--- src/hw/rtl/tte_pkg.sv ---
// Shared types and codes for the timer table expiry block.
package tte_pkg;

  localparam int unsigned OwnerW   = 16;
  localparam int unsigned IdW      = 16;
  localparam int unsigned TimeW    = 64;
  localparam int unsigned TimeoutW = 31;
  localparam int unsigned CountW   = 5;
  localparam int unsigned OpW      = 2;
  localparam int unsigned KindW    = 2;

  // At most this many expired timers are reported by one tick.
  localparam int unsigned MaxOut   = 16;

  typedef enum logic [OpW-1:0] {
    OP_ADD    = 2'd0,
    OP_CANCEL = 2'd1,
    OP_TICK   = 2'd2
  } op_e;

  typedef enum logic [KindW-1:0] {
    KIND_ADD_OK     = 2'd0,
    KIND_ADD_FULL   = 2'd1,
    KIND_CANCEL     = 2'd2,
    KIND_EXPIRED    = 2'd3
  } kind_e;

  typedef struct packed {
    logic [OwnerW-1:0] owner;
    logic [IdW-1:0]    id;
    logic [TimeW-1:0]  deadline;
  } entry_t;

endpackage

--- src/hw/rtl/timer_table_expiry.sv ---
// Ordered timer table with add, cancel and millisecond tick expiry.
// Add: the result goes through the pending and then the output register; the next item
// is taken only after that. Cancel and tick: one pass over the table, one entry per
// cycle through the single read and the single write port, unless a stalled output blocks
// a tick, and holds an item whenever its result waits for the output register. Reset
// empties the table and clears the millisecond count; the table needs no clearing pass.
module timer_table_expiry
  import tte_pkg::*;
#(
  parameter int unsigned TABLE_DEPTH = 16
) (
  input  logic                clk_i,
  input  logic                rst_ni,
  input  logic                in_valid_i,
  output logic                in_stall_o,
  input  logic [OpW-1:0]      operation_i,
  input  logic [OwnerW-1:0]   owner_i,
  input  logic [IdW-1:0]      timer_id_i,
  input  logic [TimeoutW-1:0] timeout_ms_i,
  output logic                out_valid_o,
  input  logic                out_stall_i,
  output logic [KindW-1:0]    kind_o,
  output logic [OwnerW-1:0]   fired_owner_o,
  output logic [IdW-1:0]      fired_id_o,
  output logic [CountW-1:0]   removed_count_o,
  output logic                last_o
);

  localparam int unsigned IdxW = (TABLE_DEPTH > 1) ? $clog2(TABLE_DEPTH) : 1;
  localparam int unsigned CntW = $clog2(TABLE_DEPTH + 1);
  localparam int unsigned FireW = $clog2(MaxOut + 1);
  localparam logic [CntW-1:0] DepthC = CntW'(TABLE_DEPTH);
  localparam logic [FireW-1:0] MaxOutC = FireW'(MaxOut);
  localparam logic [CountW-1:0] CountMax = '1;

  typedef enum logic [1:0] {
    StIdle,
    StScan,
    StFinish
  } state_e;

  state_e            state_q, state_d;
  logic [CntW-1:0]   used_q, used_d;
  logic [TimeW-1:0]  time_q, time_d;
  logic [CntW-1:0]   rd_ptr_q, rd_ptr_d;
  logic [CntW-1:0]   w_ptr_q, w_ptr_d;
  logic [FireW-1:0]  fired_q, fired_d;
  logic              is_tick_q, is_tick_d;
  logic              pend_valid_q, pend_valid_d;
  logic              out_valid_q, out_valid_d;

  kind_e             pend_kind_q, pend_kind_d;
  logic [OwnerW-1:0] pend_owner_q, pend_owner_d;
  logic [IdW-1:0]    pend_id_q, pend_id_d;
  logic [CountW-1:0] pend_cnt_q, pend_cnt_d;

  kind_e             out_kind_q, out_kind_d;
  logic [OwnerW-1:0] out_owner_q, out_owner_d;
  logic [IdW-1:0]    out_id_q, out_id_d;
  logic [CountW-1:0] out_cnt_q, out_cnt_d;
  logic              out_last_q, out_last_d;

  entry_t            mem_q [TABLE_DEPTH];
  entry_t            mem_rdata_q;
  logic              mem_we;
  logic [IdxW-1:0]   mem_waddr;
  entry_t            mem_wdata;
  logic              mem_re;
  logic [IdxW-1:0]   mem_raddr;

  logic              in_acc;
  logic              out_free;
  logic              hit;
  logic              blocked;

  assign in_stall_o = (state_q != StIdle);
  assign in_acc     = in_valid_i && !in_stall_o;
  assign out_free   = !out_valid_q || !out_stall_i;

  // A tick hits an expired entry while under the fire limit; a cancel hits a match.
  always_comb begin
    if (is_tick_q) begin
      hit = (mem_rdata_q.deadline <= time_q) && (fired_q < MaxOutC);
    end else begin
      hit = (mem_rdata_q.owner == pend_owner_q) && (mem_rdata_q.id == pend_id_q);
    end
  end

  // A second expired entry can only be taken once the held one has gone out.
  assign blocked = is_tick_q && hit && pend_valid_q && !out_free;

  always_comb begin
    state_d      = state_q;
    used_d       = used_q;
    time_d       = time_q;
    rd_ptr_d     = rd_ptr_q;
    w_ptr_d      = w_ptr_q;
    fired_d      = fired_q;
    is_tick_d    = is_tick_q;
    pend_valid_d = pend_valid_q;
    pend_kind_d  = pend_kind_q;
    pend_owner_d = pend_owner_q;
    pend_id_d    = pend_id_q;
    pend_cnt_d   = pend_cnt_q;
    out_valid_d  = out_valid_q && out_stall_i;
    out_kind_d   = out_kind_q;
    out_owner_d  = out_owner_q;
    out_id_d     = out_id_q;
    out_cnt_d    = out_cnt_q;
    out_last_d   = out_last_q;
    mem_we       = 1'b0;
    mem_waddr    = '0;
    mem_wdata    = mem_rdata_q;
    mem_re       = 1'b0;
    mem_raddr    = '0;

    case (state_q)
      StIdle: begin
        if (in_acc) begin
          pend_owner_d = owner_i;
          pend_id_d    = timer_id_i;
          pend_cnt_d   = '0;
          w_ptr_d      = '0;
          rd_ptr_d     = CntW'(1);
          fired_d      = '0;
          case (operation_i)
            OP_ADD: begin
              pend_valid_d = 1'b1;
              state_d      = StFinish;
              if (used_q == DepthC) begin
                pend_kind_d = KIND_ADD_FULL;
              end else begin
                pend_kind_d        = KIND_ADD_OK;
                mem_we             = 1'b1;
                mem_waddr          = used_q[IdxW-1:0];
                mem_wdata.owner    = owner_i;
                mem_wdata.id       = timer_id_i;
                mem_wdata.deadline = time_q + TimeW'(timeout_ms_i);
                used_d             = used_q + CntW'(1);
              end
            end
            OP_CANCEL, OP_TICK: begin
              is_tick_d = (operation_i == OP_TICK);
              if (operation_i == OP_TICK) begin
                time_d       = time_q + TimeW'(1);
                pend_valid_d = 1'b0;
              end else begin
                pend_valid_d = 1'b1;
                pend_kind_d  = KIND_CANCEL;
              end
              if (used_q != '0) begin
                mem_re    = 1'b1;
                mem_raddr = '0;
                state_d   = StScan;
              end else begin
                state_d   = StFinish;
              end
            end
            default: begin
            end
          endcase
        end
      end

      StScan: begin
        if (!blocked) begin
          if (!hit) begin
            // Surviving entries slide down to keep insertion order.
            mem_we    = 1'b1;
            mem_waddr = w_ptr_q[IdxW-1:0];
            mem_wdata = mem_rdata_q;
            w_ptr_d   = w_ptr_q + CntW'(1);
          end else if (is_tick_q) begin
            if (pend_valid_q) begin
              out_valid_d = 1'b1;
              out_kind_d  = pend_kind_q;
              out_owner_d = pend_owner_q;
              out_id_d    = pend_id_q;
              out_cnt_d   = pend_cnt_q;
              out_last_d  = 1'b0;
            end
            pend_valid_d = 1'b1;
            pend_kind_d  = KIND_EXPIRED;
            pend_owner_d = mem_rdata_q.owner;
            pend_id_d    = mem_rdata_q.id;
            pend_cnt_d   = '0;
            fired_d      = fired_q + FireW'(1);
          end else if (pend_cnt_q != CountMax) begin
            pend_cnt_d = pend_cnt_q + CountW'(1);
          end

          if (rd_ptr_q == used_q) begin
            used_d  = hit ? w_ptr_q : (w_ptr_q + CntW'(1));
            state_d = StFinish;
          end else begin
            mem_re    = 1'b1;
            mem_raddr = rd_ptr_q[IdxW-1:0];
            rd_ptr_d  = rd_ptr_q + CntW'(1);
          end
        end
      end

      StFinish: begin
        if (!pend_valid_q) begin
          state_d = StIdle;
        end else if (out_free) begin
          out_valid_d  = 1'b1;
          out_kind_d   = pend_kind_q;
          out_owner_d  = pend_owner_q;
          out_id_d     = pend_id_q;
          out_cnt_d    = pend_cnt_q;
          out_last_d   = 1'b1;
          pend_valid_d = 1'b0;
          state_d      = StIdle;
        end
      end

      default: begin
        state_d = StIdle;
      end
    endcase
  end

  always_ff @(posedge clk_i or negedge rst_ni) begin
    if (!rst_ni) begin
      state_q      <= StIdle;
      used_q       <= '0;
      time_q       <= '0;
      rd_ptr_q     <= '0;
      w_ptr_q      <= '0;
      fired_q      <= '0;
      is_tick_q    <= 1'b0;
      pend_valid_q <= 1'b0;
      out_valid_q  <= 1'b0;
    end else begin
      state_q      <= state_d;
      used_q       <= used_d;
      time_q       <= time_d;
      rd_ptr_q     <= rd_ptr_d;
      w_ptr_q      <= w_ptr_d;
      fired_q      <= fired_d;
      is_tick_q    <= is_tick_d;
      pend_valid_q <= pend_valid_d;
      out_valid_q  <= out_valid_d;
    end
  end

  always_ff @(posedge clk_i) begin
    pend_kind_q  <= pend_kind_d;
    pend_owner_q <= pend_owner_d;
    pend_id_q    <= pend_id_d;
    pend_cnt_q   <= pend_cnt_d;
    out_kind_q   <= out_kind_d;
    out_owner_q  <= out_owner_d;
    out_id_q     <= out_id_d;
    out_cnt_q    <= out_cnt_d;
    out_last_q   <= out_last_d;
  end

  always_ff @(posedge clk_i) begin
    if (mem_we) begin
      mem_q[mem_waddr] <= mem_wdata;
    end
  end

  always_ff @(posedge clk_i) begin
    if (mem_re) begin
      mem_rdata_q <= mem_q[mem_raddr];
    end
  end

  assign out_valid_o     = out_valid_q;
  assign kind_o          = out_kind_q;
  assign fired_owner_o   = out_owner_q;
  assign fired_id_o      = out_id_q;
  assign removed_count_o = out_cnt_q;
  assign last_o          = out_last_q;

  a_used_bound: assert property (@(posedge clk_i) disable iff (!rst_ni)
    used_q <= DepthC)
    else $error("timer table fill count above depth");

  a_idle_no_pending: assert property (@(posedge clk_i) disable iff (!rst_ni)
    state_q == StIdle |-> !pend_valid_q)
    else $error("result left pending after an item finished");

  a_full_reject: assert property (@(posedge clk_i) disable iff (!rst_ni)
    in_acc && operation_i == OP_ADD && used_q == DepthC |=>
      pend_kind_q == KIND_ADD_FULL && used_q == DepthC)
    else $error("add to a full table was not rejected");

  a_fire_limit: assert property (@(posedge clk_i) disable iff (!rst_ni)
    fired_q <= MaxOutC)
    else $error("too many expired timers reported by one tick");

endmodule
--- config.mk ---
export PLATFORM = sky130hd
export DESIGN_NAME = timer_table_expiry
export DESIGN_NICKNAME = d
export VERILOG_FILES = /design/src/hw/rtl/tte_pkg.sv /design/src/hw/rtl/timer_table_expiry.sv
export SDC_FILE = /design/constraint.sdc
export NUM_CORES = 2
export LEC_CHECK = 0
export BUFFER_PORTS_ARGS = -buffer_cell sky130_fd_sc_hd__buf_2
export CAP_MARGIN = 20
export CORE_MARGIN = 3
export CORE_UTILIZATION = 51
export DETAILED_ROUTE_END_ITERATION = 8
export GPL_ROUTABILITY_DRIVEN = 1
export GPL_TIMING_DRIVEN = 0
export PLACE_DENSITY = 0.65
export SLEW_MARGIN = 0
export SYNTH_ARGS = -nofsm -noshare
export SYNTH_HDL_FRONTEND = slang
export SYNTH_SLANG_ARGS = --single-unit
--- constraint.sdc ---
create_clock -name clk_i -period 10.4 [get_ports clk_i]
set_input_delay 1.04 -clock clk_i [delete_from_list [all_inputs] [get_ports clk_i]]
set_output_delay 1.04 -clock clk_i [all_outputs]
set_load 0.02 [all_outputs]
Word level (Yosys, flattened, before mapping)
Memories as Yosys holds them, arrays and structs flattened. A register that Yosys moved wholly into a read port is not among the register bits.
Index checks and enable logic that the tools add are counted.
{"block": "op_classes", "n_eq_ne": 24, "order_cmp": 2, "n_reduce_logical": 31, "n_addsub": 7, "mux": 128}
{"cell": "$mux W96", "n": 4}
{"cell": "$mux W16", "n": 20}
{"cell": "$pmux W16 S2", "n": 4}
{"cell": "$mux W5", "n": 24}
{"cell": "$add A64 B1 Y64 const B", "n": 1}
{"cell": "$add A64 B31 Y64", "n": 1}
{"cell": "$le A64 B64 Y1", "n": 1}
{"cell": "$pmux W5 S2", "n": 6}
{"cell": "$mux W2", "n": 17}
{"cell": "$mux W1", "n": 33}
{"cell": "$eq A16 B16 Y1", "n": 2}
{"cell": "$mux W4", "n": 8}
{"cell": "$add A5 B1 Y5 const B", "n": 5}
{"cell": "$ne A2 B2 Y1 const B", "n": 10}
{"cell": "$pmux W2 S2", "n": 4}
{"cell": "$reduce_and A5 Y1", "n": 3}
{"cell": "$reduce_and A7 Y1", "n": 2}
{"cell": "$reduce_and A6 Y1", "n": 2}
{"cell": "$pmux W1 S2", "n": 5}
{"cell": "$ne A3 B3 Y1 const B", "n": 3}
{"cell": "$pmux W4 S2", "n": 1}
{"cell": "$reduce_and A4 Y1", "n": 2}
{"cell": "$logic_and A1 B1 Y1", "n": 7}
{"cell": "$pmux W2 S3", "n": 1}
{"cell": "other kinds (17)", "n": 26}
{"block": "word_totals", "output_inout_bits": 42, "word_cells": 211, "regBits": 168, "mem_bits_rw": 1536, "n_memories": 1, "in_bits": 69}
{"name": "mem_q", "depth": 16, "width": 96, "rd": 1, "rd_ports_with_merged_regs": 1, "wr": 1, "line_no": "timer_table_expiry.sv:63", "rtl": "entry_t mem_q [TABLE_DEPTH];"}

Longest topological paths before layout
{"block": "logic_depth", "ltp_word": 10, "depth_mapped": 18, "mapped_depth_nobuf": 14}

Worst setup path before layout
Ideal clock, no wire load.
{"block": "synth_path", "path_kind": "register -> register", "startpoint": "register time_q[52]", "endpoint": "memory mem_q[14][0] in the netlist's numbering, enable pin", "n_path_buf": 2, "stages_incl_launch_ff": 15, "setup_ns": 0.688, "slack_ns": 0.217, "t_required_ns": 9.712, "arrival_time_ns": 9.495, "period_less_slack_ns": 10.183, "cell_sequence": "dfrtp_1 clkbuf_1 inv_1 ha_1 and4_1 nor4bb_1 buf_2 nand4_1 nand2b_1 o22ai_1 a31oi_4 ha_1 nand2_1 o22ai_1 nor3b_1"}
{"block": "synth_between", "elab_chain_cells": 10, "elab_cells_between_ends": 14, "classes_between": "order compare: 1; mux: 9; reduce/logical: 4"}
{"element": "start, declared", "line_no": "timer_table_expiry.sv:44", "rtl": "logic [TimeW-1:0] time_q, time_d;"}
{"element": "start signal, assigned", "line_no": "timer_table_expiry.sv:238", "rtl": "time_q <= time_d;"}
{"element": "$le A64 B64 Y1 *", "line_no": "timer_table_expiry.sv:83", "rtl": "hit = (mem_rdata_q.deadline <= time_q) && (fired_q < MaxOutC);"}
{"element": "$logic_and A1 B1 Y1 *", "line_no": "timer_table_expiry.sv:83"}
{"element": "$mux W1 *", "line_no": "timer_table_expiry.sv:82", "rtl": "if (is_tick_q) begin"}
{"element": "$logic_and A1 B1 Y1 (3 in a row)", "line_no": "timer_table_expiry.sv:90", "rtl": "assign blocked = is_tick_q && hit && pend_valid_q && !out_free;"}
{"element": "$mux W1", "line_no": "timer_table_expiry.sv:166", "rtl": "if (!blocked) begin"}
{"element": "$pmux W1 S2", "line_no": "timer_table_expiry.sv:117", "rtl": "case (state_q)"}
{"element": "$mux W1", "line_no": "timer_table_expiry.sv:261", "rtl": "if (mem_we) begin"}
{"element": "$mux W1 (not written as such)", "line_no": "timer_table_expiry.sv:262", "rtl": "mem_q[mem_waddr] <= mem_wdata;"}
{"element": "end, declared", "line_no": "timer_table_expiry.sv:63"}
Every way passes the cells marked *; elsewhere a longest branch is shown, timed or not.

Worst setup path after layout
{"block": "layout_path", "startpoint": "register time_q[43]", "endpoint": "memory mem_q[11][40] in the netlist's numbering, enable pin"}
The elaborated chain is that of the path after synthesis.

==> impl_metrics.csv <==
group,metric,value,unit
critical_path,crit_path_end_kind,"flip-flop",
grt,grt_pass1_wl,297000,um
critical_path,critPathBufInv,5,
pwr,pwr-share-clk,0.308,
critical_path,startpoint_type,"flip-flop",
synth,synth_edf_count,1711,
critical_path,cp-startpoint,"time_q[43]",
drt,drt_iter0_drc,5209,
cts,ctsHoldBuffers,0,
status,status,"complete, but fails checks",
critical_path,worstPathCellList,"inv_1 > ha_1 > nand4_1 > nor4_1 > nand4_1 > a41oi_1 > a211oi_2 > a31oi_4 > ha_1 > nand2_1 > o22ai_1 > inv_1 > or2_2 > nor2_4 > buf_16 > buf_12 > buf_12",
synth,yosys.area_share.adder,0.0186,
cts,cts_tree,"built",
drt,route.detailed.drc,3,
drt,drt-wirelength-per-cell,26.2,um
final_layout,syn2layout_area_growth,14.4,%
cts,clockBufferDepth,3,
final_layout,final_common_cell,"edfxtp_1",
timing,period_minus_slack,6590,ps
floorplanning,die_h,391,um
final_layout,final_area,86600,sq um
critical_path,worstSetupPathType,"flip-flop to flip-flop",
synth,syn_nets,5320,
pwr,power_leakage,30.1,nW
timing,max_freq,0.152,GHz
cts,ctsHtreeMaxLevel,4,
critical_path,max_stage_delay,720,ps
synth,synth_top_family_by_area,"simple AND/OR/NAND/NOR gates",
floorplanning,num_rows,140,
pwr,peakVddDrop,0.195,mV
drt,firstDrtPassIters,9,
flow_run,max-cap-violations,0,
final_layout,ff_latch_area,53600,sq um
synth,synth_flop_cell,"edfxtp_1",
critical_path,critical_path_depth,17,
grt,grt_start_max_net_pins,60,
critical_path,cp_max_fo,27,
grt,grt_pass1_vias,45300,
final_layout,num-nets-final,5766,
pwr,p_seq_frac,0.457,
cts,post_cts_buffers,0,
min_path,min_path_type,"input pin to asynchronous set/reset pin",
synth,yosys.area_share.simple,0.0896,
cts,cts_sinks,1800,
timing,timing.final.ws_setup,3810,ps
critical_path,timing.rr.end,"mem_q[11][40]",
final_layout,final_cell_mix,"1711 x edfxtp_1, 1176 x nand2_1, 215 x buf_2",
floorplanning,io-pin-count,111,
floorplanning,fp.dieW,391,um
timing,setup_viol,0,
place,gp_congestion,0.891,
timing,finalHoldViolCount,0,
floorplanning,die_area,153000,sq um
synth,synth-xor-area-share,0.0174,
place,dpl_worst_slack,3930,ps
place,place_area,80900,sq um
place,port_buffers,110,
synth,syn_area,75700,sq um
pwr,p_sw_frac,0.305,
timing,drv_slew,0,
timing,fin_crit_sh,0.634,
cts,cts_resized,0,
pwr,p_total,20.3,mW
pwr,p_int,14.1,mW
final_layout,final_layout_size_suffix_gt1_frac,0.165,
drt,vias_per_cell,5.99,
final_layout,final_cell_count_no_fill,7656,
synth,yosysUniqueCellTypes,84,
synth,ys_seq_area_frac,0.708,
critical_path,worstPathRequired,10890,ps
status,violations,"DRC",
cts,cts_inserted_buffers,181,
final_layout,nFillCells,11000,
floorplanning,coreArea,146000,sq um
place,dp_cells,7314,
pwr,p_switching,6.20,mW
critical_path,cpMaxStageDelayCell,"nor4_1",
critical_path,cp.arrival,7080,ps
pwr,p_comb_frac,0.235,
synth,yosys_warnings,0,
drt,vias,45900,
timing,setup_tns,0,ps
synth,synth-async-reset-ratio,0.0494,
cts,clk_pin_slew,60,ps
final_layout,multiInputGateArea,20700,sq um
drt,antenna_left,0,
synth,synth.area.mux_share,0.0751,
timing,rsz0062_at_grt,"false",
synth,synth_compound_area_frac,0.0704,
drt,drt-total-wl,201000,um
timing,skew,31.4,ps
floorplanning,start_util,0.517,
synth,syn-instance-count,5139,
synth,ys_ff_latch,1800,
critical_path,r2r_cells,17,
synth,syn_area_per_cell,14.7,sq um
critical_path,crit_end,"mem_q[11][40]",
critical_path,reg2reg_slack,3810,ps
grt,antenna_found_initial,10,
cts,cts-root-buf,"clkbuf_16",
timing,relSlewSlack,0.184,
place,place_hpwl,139000,um
grt,overflow,0,
critical_path,worstReg2RegStart,"time_q[43]",
cts,clock_latency,830,ps
timing,worst_slew_pin_slew,1220,ps
critical_path,crit_family,"simple AND/OR/NAND/NOR gates",
grt,grtUsageTotal,0.264,
pwr,p_per_area,234,nW/um^2
## worst min path at each step
| stage | from | slack, ps | end | cells after the start |
|---|---|---|---|---|
| 6_report | rst_ni | 180 | time_q[3] | 1 |
| 3_5_place_dp | pend_kind_q[0] | 410 | kind_o[0] | 0 |
| 3_3_place_gp | pend_kind_q[1] | 410 | kind_o[1] | 0 |
| 5_1_grt | rst_ni | 180 | time_q[3] | 1 |
| 2_1_floorplan | pend_kind_q[0] | 400 | kind_o[0] | 0 |
| 4_1_cts | rst_ni | 150 | time_q[1] | 1 |
## Yosys cell counts, drive strengths merged (6+ instances only)
| master | n | area, sq um |
|---|---|---|
| nand3 | 147 | 741 |
| o21ai | 293 | 1470 |
| xnor2 | 117 | 1020 |
| nand2b | 11 | 68.8 |
| o21a | 9 | 68.8 |
| o22ai | 6 | 37.5 |
| edfxtp | 1711 | 51400 |
| nor4 | 16 | 106 |
| and4 | 8 | 70.1 |
| xor2 | 33 | 289 |
| a31oi | 30 | 203 |
| a21o | 13 | 97.6 |
| mux2i | 110 | 1100 |
| o31ai | 16 | 139 |
| and3 | 20 | 125 |
| mux2 | 35 | 394 |
| dfrtp | 89 | 2230 |
| ha | 111 | 1390 |
| inv | 97 | 364 |
| and2 | 11 | 68.8 |
| nor2 | 112 | 428 |
| nand2 | 1177 | 4420 |
| a211oi | 105 | 1090 |
| or4 | 7 | 56.3 |
| clkbuf | 125 | 469 |
| or3 | 11 | 68.8 |
| nor2b | 9 | 56.3 |
| nand4 | 42 | 269 |
| a32oi | 91 | 797 |
| mux4 | 186 | 4190 |
| o21bai | 97 | 728 |
| a21oi | 67 | 339 |
| buf | 133 | 727 |
| nor3 | 40 | 221 |
| o211ai | 6 | 45.0 |
## worst reg2reg max path: cells and delay by family (launching register included)
| family | cells | cell delay, ps |
|---|---|---|
| AND/OR/NAND/NOR | 6 | 2390 |
| AO/OA/AOI/OAI | 4 | 1760 |
| buffers and inverters | 5 | 1000 |
| adder cells (fa/ha/maj) | 2 | 570 |
| flip-flops | 1 | 490 |
## power by group through the flow
stage,Clock (mW),Sequential (mW),Combinational (mW)
6_report,6.26,9.28,4.77
3_3_place_gp,0,9.58,4.44
3_5_place_dp,0,9.42,4.74
5_1_grt,6.64,9.31,5.17
4_1_cts,6.34,9.28,4.77
2_1_floorplan,0,9.47,2.84
## routing by layer
| layer | global-route usage | vias up | wire, um |
|---|---|---|---|
| met5 | 0 | - | 0 |
| met4 | 0.0957 | 0 | 7300 |
| met3 | 0.0430 | 367 | 15900 |
| met2 | 0.422 | 1949 | 94900 |
| met1 | 0.369 | 23200 | 82600 |
| li1 | - | 20300 | - |
## kinds of logic after synthesis
| family | after synthesis |
|---|---|
| AO/OA/AOI/OAI | 768 |
| XOR/XNOR | 150 |
| adder cells (fa/ha/maj) | 112 |
| buffers and inverters | 356 |
| flip-flops | 1800 |
| multiplexers | 331 |
| AND/OR/NAND/NOR | 1622 |
## through the flow
step / util / hold WS [ps]
after floorplan: - / 400
after global placement: 0.537 / 409
after detailed placement: 0.552 / 411
after CTS: 0.591 / 146
after global routing: 0.591 / 178
final: 0.591 / 181
## state kept, by name, indices dropped and copies added (netlist names), 5 cells and up
signal	flops
pend_cnt_q	5
fired_id_o	16
fired_q	5
mem_q	1536
time_q	64
used_q	5
mem_rdata_q	96
fired_owner_o	16
pend_owner_q	16
rd_ptr_q	5
pend_id_q	16
w_ptr_q	5
removed_count_o	5
## final cells by class
class                           count  share of cell area
Multi-Input combinational cell   2983               0.239
Clock inverter                    108              0.0104
Antenna cell                        5            0.000144
Tap cell                         1917              0.0277
Buffer                            258              0.0139
Inverter                           98             0.00425
Timing Repair Buffer              263              0.0310
Sequential cell                  1800               0.619
Clock buffer                      224              0.0548
(Power assumes the default switching activity.)
